==> config.mk <==
export PLATFORM = sky130hd
export DESIGN_NAME = tempo_sync_gate_clock_core
export DESIGN_NICKNAME = d
export VERILOG_FILES = /design/src/sv/tsgc_pkg.sv /design/src/sv/tsgc_div.sv /design/src/sv/tempo_sync_gate_clock_core.sv
export SDC_FILE = /design/constraint.sdc
export NUM_CORES = 2
export LEC_CHECK = 0
export ABC_CLOCK_PERIOD_IN_PS = 8100
export BUFFER_PORTS_ARGS = -buffer_cell sky130_fd_sc_hd__buf_2
export CAP_MARGIN = 10
export CORE_MARGIN = 1
export CORE_UTILIZATION = 50
export DETAILED_ROUTE_END_ITERATION = 12
export PLACE_DENSITY_LB_ADDON = 0.2
export SYNTH_ARGS = -nofsm -noshare
export SYNTH_HDL_FRONTEND = slang
export SYNTH_SLANG_ARGS = --single-unit
==> constraint.sdc <==
create_clock -name clk_i -period 8.1 [get_ports clk_i]
set_input_delay 1.215 -clock clk_i [delete_from_list [all_inputs] [get_ports clk_i]]
set_output_delay 1.215 -clock clk_i [all_outputs]
set_load 0.02 [all_outputs]
==> src/sv/tsgc_pkg.sv <==
// shared types, register map and constants of the tempo synced gate clock
`default_nettype none

package tsgc_pkg;

  localparam logic [2:0] REG_TEMPO      = 3'd0;
  localparam logic [2:0] REG_RATE_MULT  = 3'd1;
  localparam logic [2:0] REG_PULSE_W    = 3'd2;
  localparam logic [2:0] REG_SAMPLE_HZ  = 3'd3;
  localparam logic [2:0] REG_SYNC_MODE  = 3'd4;
  localparam logic [2:0] REG_RUN_EN     = 3'd5;
  localparam logic [2:0] REG_USER_EN    = 3'd6;

  localparam int unsigned TEMPO_LO = 16;
  localparam int unsigned TEMPO_HI = 16000;
  localparam int unsigned RMULT_LO = 7;
  localparam int unsigned RMULT_HI = 8388608;
  localparam int unsigned PW_LO    = 66;
  localparam int unsigned PW_HI    = 65470;
  localparam int unsigned SR_LO    = 1;
  localparam int unsigned SR_HI    = 192000;

  localparam logic [13:0] TEMPO_RST = 14'd1920;
  localparam logic [23:0] RMULT_RST = 24'd65536;
  localparam logic [15:0] PW_RST    = 16'd32768;
  localparam logic [17:0] SR_RST    = 18'd48000;

  localparam logic signed [15:0] SYNC_HIGH_LVL = 16'sd16384;

  typedef struct packed {
    logic start;
    logic short_op;
  } div_ctl_t;

  typedef struct packed {
    logic busy;
    logic done;
  } div_stat_t;

  function automatic logic [31:0] clamp_u32(input logic [31:0] v, input int unsigned lo,
                                            input int unsigned hi);
    logic [31:0] r;
    r = v;
    if (v < 32'(lo)) r = 32'(lo);
    else if (v > 32'(hi)) r = 32'(hi);
    return r;
  endfunction

endpackage

`default_nettype wire

==> src/sv/tsgc_div.sv <==
// serial restoring divider, one quotient bit per cycle, keeps the low phase bits
`default_nettype none

module tsgc_div #(
  parameter int PHASE_BITS = 32,
  parameter int COUNT_BITS = 32
) (
  input  logic                                           clk_i,
  input  logic                                           rst_ni,
  input  tsgc_pkg::div_ctl_t                             ctl_i,
  input  logic [PHASE_BITS+17:0]                         dividend_i,
  input  logic [((COUNT_BITS > 24) ? COUNT_BITS : 24)-1:0] divisor_i,
  output tsgc_pkg::div_stat_t                            stat_o,
  output logic [PHASE_BITS-1:0]                          quot_o
);
  import tsgc_pkg::*;

  localparam int DW  = PHASE_BITS + 18;
  localparam int DVW = (COUNT_BITS > 24) ? COUNT_BITS : 24;
  localparam int IW  = $clog2(DW + 1);
  localparam logic [IW-1:0] SHORT_N = IW'(PHASE_BITS + 8);
  localparam logic [IW-1:0] LONG_N  = IW'(DW);

  logic [DW-1:0]         sh_q;
  logic [DVW-1:0]        rem_q, den_q, rem_d;
  logic [PHASE_BITS-1:0] quot_q;
  logic [IW-1:0]         iter_q;
  logic                  busy_q, done_q;
  logic [DVW:0]          trial, diff;
  logic                  ge;

  always_comb begin
    trial = {rem_q, sh_q[DW-1]};
    diff  = trial - {1'b0, den_q};
    ge    = trial >= {1'b0, den_q};
    rem_d = ge ? diff[DVW-1:0] : trial[DVW-1:0];
  end

  always_ff @(posedge clk_i or negedge rst_ni) begin
    if (!rst_ni) begin
      busy_q <= 1'b0;
      done_q <= 1'b0;
      iter_q <= '0;
    end else begin
      done_q <= 1'b0;
      if (ctl_i.start) begin
        busy_q <= 1'b1;
        iter_q <= ctl_i.short_op ? SHORT_N : LONG_N;
      end else if (busy_q) begin
        iter_q <= iter_q - 1'b1;
        if (iter_q == IW'(1)) begin
          busy_q <= 1'b0;
          done_q <= 1'b1;
        end
      end
    end
  end

  always_ff @(posedge clk_i) begin
    if (ctl_i.start) begin
      sh_q   <= dividend_i;
      den_q  <= divisor_i;
      rem_q  <= '0;
      quot_q <= '0;
    end else if (busy_q) begin
      sh_q   <= sh_q << 1;
      rem_q  <= rem_d;
      quot_q <= {quot_q[PHASE_BITS-2:0], ge};
    end
  end

  assign stat_o.busy = busy_q;
  assign stat_o.done = done_q;
  assign quot_o      = quot_q;

endmodule

`default_nettype wire

==> src/sv/tempo_sync_gate_clock_core.sv <==
// top level of the tempo synced gate clock: registers, tick sequencer, phase accumulator
//
// One word in is one sample tick and gives one word out. A running tick recomputes the
// phase step with a shared serial divider that yields one quotient bit per cycle; with a
// measured sync period the divider runs a shorter operation than free running, and a
// stopped tick skips the divider. The input stalls while a tick is in work; a finished
// word waits in the output register while the next tick is taken.
`default_nettype none

module tempo_sync_gate_clock_core #(
  parameter int PHASE_BITS = 32,
  parameter int COUNT_BITS = 32
) (
  input  logic               clk_i,
  input  logic               rst_ni,
  input  logic               in_valid_i,
  output logic               in_stall_o,
  input  logic signed [15:0] sync_sample_i,
  output logic               out_valid_o,
  input  logic               out_stall_i,
  output logic               gate_out_o,
  output logic               clock_active_o,
  output logic               sync_edge_o,
  input  logic               psel,
  input  logic               penable,
  input  logic               pwrite,
  input  logic [4:0]         paddr,
  input  logic [31:0]        pwdata,
  output logic [31:0]        prdata,
  output logic               pready
);
  import tsgc_pkg::*;

  localparam int DW  = PHASE_BITS + 18;
  localparam int DVW = (COUNT_BITS > 24) ? COUNT_BITS : 24;
  localparam logic [COUNT_BITS-1:0] CNT_MAX = '1;

  localparam logic [2:0] ST_IDLE = 3'd0;
  localparam logic [2:0] ST_EVAL = 3'd1;
  localparam logic [2:0] ST_DIV  = 3'd2;
  localparam logic [2:0] ST_ADD  = 3'd3;
  localparam logic [2:0] ST_FIN  = 3'd4;

  logic [13:0] tempo_q;
  logic [23:0] rmult_q;
  logic [15:0] pw_q;
  logic [17:0] sr_q;
  logic        sync_mode_q, run_en_q, user_en_q;

  logic [37:0] prod_q;
  logic [23:0] sr60_q;

  logic [2:0]            state_q;
  logic signed [15:0]    x_q;
  logic [PHASE_BITS-1:0] phase_q;
  logic [COUNT_BITS-1:0] cnt_q, per_q;
  logic                  was_high_q;
  logic                  res_gate_q, res_active_q, res_edge_q;
  logic                  out_valid_q, gate_q, active_q, edge_q;

  logic                  cfg_wr;
  logic [2:0]            cfg_idx;
  logic [COUNT_BITS-1:0] cnt_inc, cnt_new, per_new;
  logic                  high, sync_rise, run;
  logic [PHASE_BITS+23:0] num_a;
  logic [PHASE_BITS+37:0] num_b;
  logic [DW-1:0]         dividend;
  logic [DVW-1:0]        divisor;
  logic [PHASE_BITS-1:0] quot, phase_sum, pw_cmp;
  div_ctl_t              div_ctl;
  div_stat_t             div_stat;
  logic                  push;
  logic                  tempo_wr;

  assign cfg_wr   = psel & penable & pwrite;
  assign cfg_idx  = paddr[4:2];
  assign tempo_wr = cfg_wr & (cfg_idx == REG_TEMPO);
  assign pready   = 1'b1;

  always_comb begin
    case (cfg_idx)
      REG_TEMPO:     prdata = 32'(tempo_q);
      REG_RATE_MULT: prdata = 32'(rmult_q);
      REG_PULSE_W:   prdata = 32'(pw_q);
      REG_SAMPLE_HZ: prdata = 32'(sr_q);
      REG_SYNC_MODE: prdata = 32'(sync_mode_q);
      REG_RUN_EN:    prdata = 32'(run_en_q);
      REG_USER_EN:   prdata = 32'(user_en_q);
      default:       prdata = '0;
    endcase
  end

  always_ff @(posedge clk_i or negedge rst_ni) begin
    if (!rst_ni) begin
      tempo_q     <= TEMPO_RST;
      rmult_q     <= RMULT_RST;
      pw_q        <= PW_RST;
      sr_q        <= SR_RST;
      sync_mode_q <= 1'b0;
      run_en_q    <= 1'b1;
      user_en_q   <= 1'b1;
    end else if (cfg_wr) begin
      case (cfg_idx)
        REG_TEMPO:     tempo_q <= 14'(clamp_u32(32'(pwdata[13:0]), TEMPO_LO, TEMPO_HI));
        REG_RATE_MULT: rmult_q <= 24'(clamp_u32(32'(pwdata[23:0]), RMULT_LO, RMULT_HI));
        REG_PULSE_W:   pw_q    <= 16'(clamp_u32(32'(pwdata[15:0]), PW_LO, PW_HI));
        REG_SAMPLE_HZ: sr_q    <= 18'(clamp_u32(32'(pwdata[17:0]), SR_LO, SR_HI));
        REG_SYNC_MODE: sync_mode_q <= pwdata[0];
        REG_RUN_EN:    run_en_q    <= pwdata[0];
        REG_USER_EN:   user_en_q   <= pwdata[0];
        default: ;
      endcase
    end
  end

  // free running step operands, settled from the registers
  always_ff @(posedge clk_i) begin
    prod_q <= {24'b0, tempo_q} * {14'b0, rmult_q};
    sr60_q <= {sr_q, 6'b0} - {4'b0, sr_q, 2'b0};
  end

  always_comb begin
    cnt_inc   = (cnt_q == CNT_MAX) ? cnt_q : cnt_q + 1'b1;
    high      = x_q > SYNC_HIGH_LVL;
    sync_rise = sync_mode_q & high & ~was_high_q;
    per_new   = (sync_rise && cnt_inc != '0) ? cnt_inc : per_q;
    cnt_new   = sync_rise ? '0 : cnt_inc;
    if (sync_mode_q) run = user_en_q & ~(per_new != '0 && cnt_new > per_new);
    else             run = run_en_q;
  end

  always_comb begin
    num_a = {rmult_q, {PHASE_BITS{1'b0}}};
    num_b = {prod_q, {PHASE_BITS{1'b0}}};
    if (per_new != '0) begin
      dividend = {num_a[PHASE_BITS+23:16], 10'b0};
      divisor  = DVW'(per_new);
    end else begin
      dividend = num_b[PHASE_BITS+37:20];
      divisor  = DVW'(sr60_q);
    end
    div_ctl.start    = (state_q == ST_EVAL) & run;
    div_ctl.short_op = per_new != '0;
  end

  tsgc_div #(
    .PHASE_BITS(PHASE_BITS),
    .COUNT_BITS(COUNT_BITS)
  ) u_div (
    .clk_i      (clk_i),
    .rst_ni     (rst_ni),
    .ctl_i      (div_ctl),
    .dividend_i (dividend),
    .divisor_i  (divisor),
    .stat_o     (div_stat),
    .quot_o     (quot)
  );

  assign phase_sum = phase_q + quot;
  assign pw_cmp    = PHASE_BITS'(pw_q) << (PHASE_BITS - 16);
  assign push      = (state_q == ST_FIN) & (~out_valid_q | ~out_stall_i);

  always_ff @(posedge clk_i or negedge rst_ni) begin
    if (!rst_ni) begin
      state_q     <= ST_IDLE;
      phase_q     <= '0;
      cnt_q       <= '0;
      per_q       <= '0;
      was_high_q  <= 1'b0;
      out_valid_q <= 1'b0;
    end else begin
      if (tempo_wr) per_q <= '0;
      if (out_valid_q && !out_stall_i && !push) out_valid_q <= 1'b0;
      case (state_q)
        ST_IDLE: begin
          if (in_valid_i) state_q <= ST_EVAL;
        end
        ST_EVAL: begin
          cnt_q <= cnt_new;
          if (!tempo_wr) per_q <= per_new;
          if (sync_mode_q) was_high_q <= high;
          if (sync_rise) phase_q <= '0;
          state_q <= run ? ST_DIV : ST_FIN;
        end
        ST_DIV: begin
          if (div_stat.done && !div_stat.busy) state_q <= ST_ADD;
        end
        ST_ADD: begin
          phase_q <= phase_sum;
          state_q <= ST_FIN;
        end
        ST_FIN: begin
          if (push) begin
            out_valid_q <= 1'b1;
            state_q     <= ST_IDLE;
          end
        end
        default: state_q <= ST_IDLE;
      endcase
    end
  end

  always_ff @(posedge clk_i) begin
    if (state_q == ST_IDLE && in_valid_i) x_q <= sync_sample_i;
    if (state_q == ST_EVAL) begin
      res_gate_q   <= 1'b0;
      res_active_q <= run;
      res_edge_q   <= sync_rise;
    end
    if (state_q == ST_ADD) res_gate_q <= phase_sum < pw_cmp;
    if (push) begin
      gate_q   <= res_gate_q;
      active_q <= res_active_q;
      edge_q   <= res_edge_q;
    end
  end

  assign in_stall_o     = state_q != ST_IDLE;
  assign out_valid_o    = out_valid_q;
  assign gate_out_o     = gate_q;
  assign clock_active_o = active_q;
  assign sync_edge_o    = edge_q;

endmodule

`default_nettype wire

==> impl_metrics.py <==
metrics = {
    "die": {
        "die_h_um": 258,
        "start_util": 0.507,
        "die_area_um2": 66400,
        "die_w_um": 258,
        "num_io_pins": 98,
        "row_count": 93,
        "core_area_um2": 64500,
    },
    "setup_path": {
        "cp_slowest_cell": "dfrtp_1",
        "cp_max_fo": 16,
        "critPathArrivalTime_ns": 7.74,
        "cp_common_cell": "fa_1",
        "crit_path_end_kind": "flip-flop",
        "critical_path_required_ns": 8.59,
        "startpoint_type": "flip-flop",
        "crit_chain": "buf_4, nand2_1, fa_1, inv_1, fa_1, fa_1, inv_1, fa_1, fa_1, inv_1, fa_1, ha_1, a41o_1, a2111oi_0, o21ai_0, a31o_2, nand4_1, a31oi_1, a211o_1, a41o_1, a21boi_0, o21bai_1, xor2_1",
        "path_class": "flip-flop to flip-flop",
        "cpPeakStageDelay_ns": 0.62,
    },
    "cells_and_area": {
        "post-route-util": 0.552,
        "final_area_um2": 35600,
        "drive_above_1_share": 0.0950,
        "area_growth_pct": 8.91,
        "fillers": 5928,
        "final_nets": 4082,
    },
    "sta": {
        "holdWs_ns": 0.424,
        "max_freq_mhz": 138,
        "skew_ns": 0.0331,
        "finalMaxSlewViolations": 0,
        "finalSetupViolations": 0,
        "fin_setup_tns_ns": 0,
        "slew_headroom": 0.267,
        "hold_viol_final": 0,
        "fin_ws_ns": 0.850,
        "worstMarginPinSlew_ns": 1.10,
        "finalCritPeriodShare": 0.895,
        "layout_min_cycle_time_ns": 7.25,
        "rsz0062_at_grt": "false",
    },
    "global_route": {
        "antenna_found_initial": 20,
        "grt_max_degree": 93,
        "grt.overflow.total": 0,
        "grt_pass1_vias": 25500,
        "grt_pass1_wl_mm": 140,
        "groute.usage.overall": 0.266,
    },
    "clocking": {
        "clkLatencyLatePin_ns": 0.61,
        "cts_root_buffer": "clkbuf_16",
        "htreeDepth": 2,
        "clkSinkCount": 400,
        "ctsResizeCount": 0,
        "cts_tree": "done",
        "cts_hold_buf": 0,
        "cts_setup_buffers": 0,
        "cts_buffer_depth": 3,
        "cts-buffers-inserted": 48,
        "path_clk_slew_ns": 0.06,
    },
    "route": {
        "drt_iter0_drc": 1727,
        "wl_per_cell_um": 19.3,
        "dr_total_vias": 25100,
        "wl_mm": 85.4,
        "route.detailed.drc": 0,
        "firstDrtPassIters": 7,
        "ant_nets": 0,
        "via_per_inst": 5.66,
    },
    "run_status": {
        "status": "finished clean",
    },
    "job": {
        "maxCapViolCount": 0,
    },
    "synthesis": {
        "synthXorXnorAreaFrac": 0.0354,
        "synth.most_common_cell": "nand2_1",
        "synthAdderAreaFrac": 0.249,
        "yosysWarnings": 0,
        "synth_area_leader_cell": "fa_1",
        "synth_seq_cells": 400,
        "synth_top_family_by_area": "adder cells",
        "async_flop_share": 0.460,
        "synth-simple-area-share": 0.172,
        "synth_compound_area_frac": 0.128,
        "muxShareOfSynthArea": 0.0447,
        "synth_cell_type_count": 90,
        "synth.area.top_cells": "fa_1 16%, dfrtp_1 13%, ha_1 8.8%",
        "synth_top_area_share": 0.161,
        "synthTopCellsByCount": "482 x nand2_1, 397 x inv_1, 263 x fa_1",
        "ys.flop_type": "dfrtp_1",
        "synth_edf_count": 92,
        "ys_seq_area_frac": 0.302,
        "syn_avg_cell_area_um2": 9.32,
        "synth_cells": 3508,
        "synth_area_um2": 32700,
    },
    "placement": {
        "dp_slack_ns": 0.781,
        "dpl_cell_area_um2": 34000,
        "portBuffers": 78,
        "gp_congestion": 0.899,
        "place_hpwl_mm": 63.5,
    },
    "pwr": {
        "pwr_density_cell_nw_per_um2": 288,
        "p_leak_nw": 16.9,
        "ir_drop_uv": 171,
    },
    "hold_path": {
        "hp-class": "flip-flop to flip-flop",
    },
}
layer usage:
layer,share of wire,vias to the layer above,GRT usage
met5,0.0017,-,0
met4,0.031,26,0.0897
met3,0.061,164,0.0496
met2,0.47,650,0.433
met1,0.43,12300,0.356
li1,-,11900,-
sequential cells by signal, summed over array words and instances, names as in the netlist, 3 cells and up:
name / count
u_div.iter_q: 6
sr60_q: 22
phase_q: 32
prod_q: 38
x_q: 16
u_div.quot_o: 32
rmult_q: 24
tempo_q: 14
u_div.rem_q: 32
u_div.den_q: 32
per_q: 32
cnt_q: 32
state_q: 3
pw_q: 16
sr_q: 18
u_div.sh_q: 38
through the flow:
step	power, mW	std cells
3_5_place_dp	8.14	4334
2_1_floorplan	6.87	3515
4_1_cts	10.3	4424
6_report	10.2	4430
3_3_place_gp	8.06	4334
5_1_grt	11.1	4430
path summary, 6_finish.rpt:
path | slack, ns | end | start | cells after the start
setup / recovery | 0.85 | prod_q[36] | tempo_q[3] | 23
hold / removal | 0.42 | sync_edge_o | res_edge_q | 0
setup reg to reg | 0.85 | prod_q[36] | tempo_q[3] | 23
hold reg to reg | 0.42 | sync_edge_o | res_edge_q | 0
max in group asynchronous | 6.12 | u_div.busy_q | rst_ni | 2
min in group asynchronous | 0.61 | cnt_q[30] | rst_ni | 1
report_power, final:
group | total (mW) | leakage [nW] | internal, mW | switching (mW)
Combinational | 4.85 | 11.8 | 2.06 | 2.79
Clock | 2.13 | 0.759 | 1.22 | 0.909
Sequential | 3.27 | 4.29 | 2.78 | 0.486
Total | 10.2 | 16.9 | 6.06 | 4.18
final cells by class:
type | instances | area (µm²) | share of cell area
Clock buffer | 69 | 1370 | 0.0385
Sequential cell | 400 | 9870 | 0.277
Clock inverter | 21 | 196 | 0.00552
Antenna cell | 6 | 15.0 | 0.000422
Timing Repair Buffer | 140 | 940 | 0.0264
Inverter | 399 | 1500 | 0.0421
Multi-Input combinational cell | 2540 | 20600 | 0.580
Tap cell | 855 | 1070 | 0.0301
logic make-up (layout without fill, tap and decap cells):
kind of cell             count (synthesis)  in the layout
buffers and inverters                  575            629
adder cells (fa/ha/maj)                493            493
AND/OR/NAND/NOR                       1171           1171
other                                    2             15
XOR/XNOR                               132            132
AO/OA/AOI/OAI                          612            612
multiplexers                           123            123
flip-flops                             400            400
placed cells by master (no fill, tap or decap), types with 26 or more instances in the layout:
master	n
nor4_1	27
xor2_1	49
nor2_1	194
a21oi_1	122
fa_1	263
nand4_1	42
xnor2_1	83
buf_2	77
mux2i_1	68
buf_4	56
dfxtp_1	124
a22o_1	49
nor2b_1	32
o21a_1	30
and2_1	155
mux2_2	40
inv_1	397
a211oi_1	51
dfrtp_1	168
nand2_1	480
clkbuf_16	49
or3_1	43
a21o_1	50
edfxtp_1	92
o21ai_0	144
nand2b_1	26
ha_1	230
nor3_1	44
nand3_1	59
worst max-delay path, delay by kind of cell, from the launching register on:
kind	cells	cell delay [ns]
adder cells (fa/ha/maj)	7	3.23
XOR/XNOR	1	0.14
flip-flops	1	0.62
buffers and inverters	4	0.51
AND/OR/NAND/NOR	2	0.26
AO/OA/AOI/OAI	9	2.38
(Power assumes the default switching activity.)
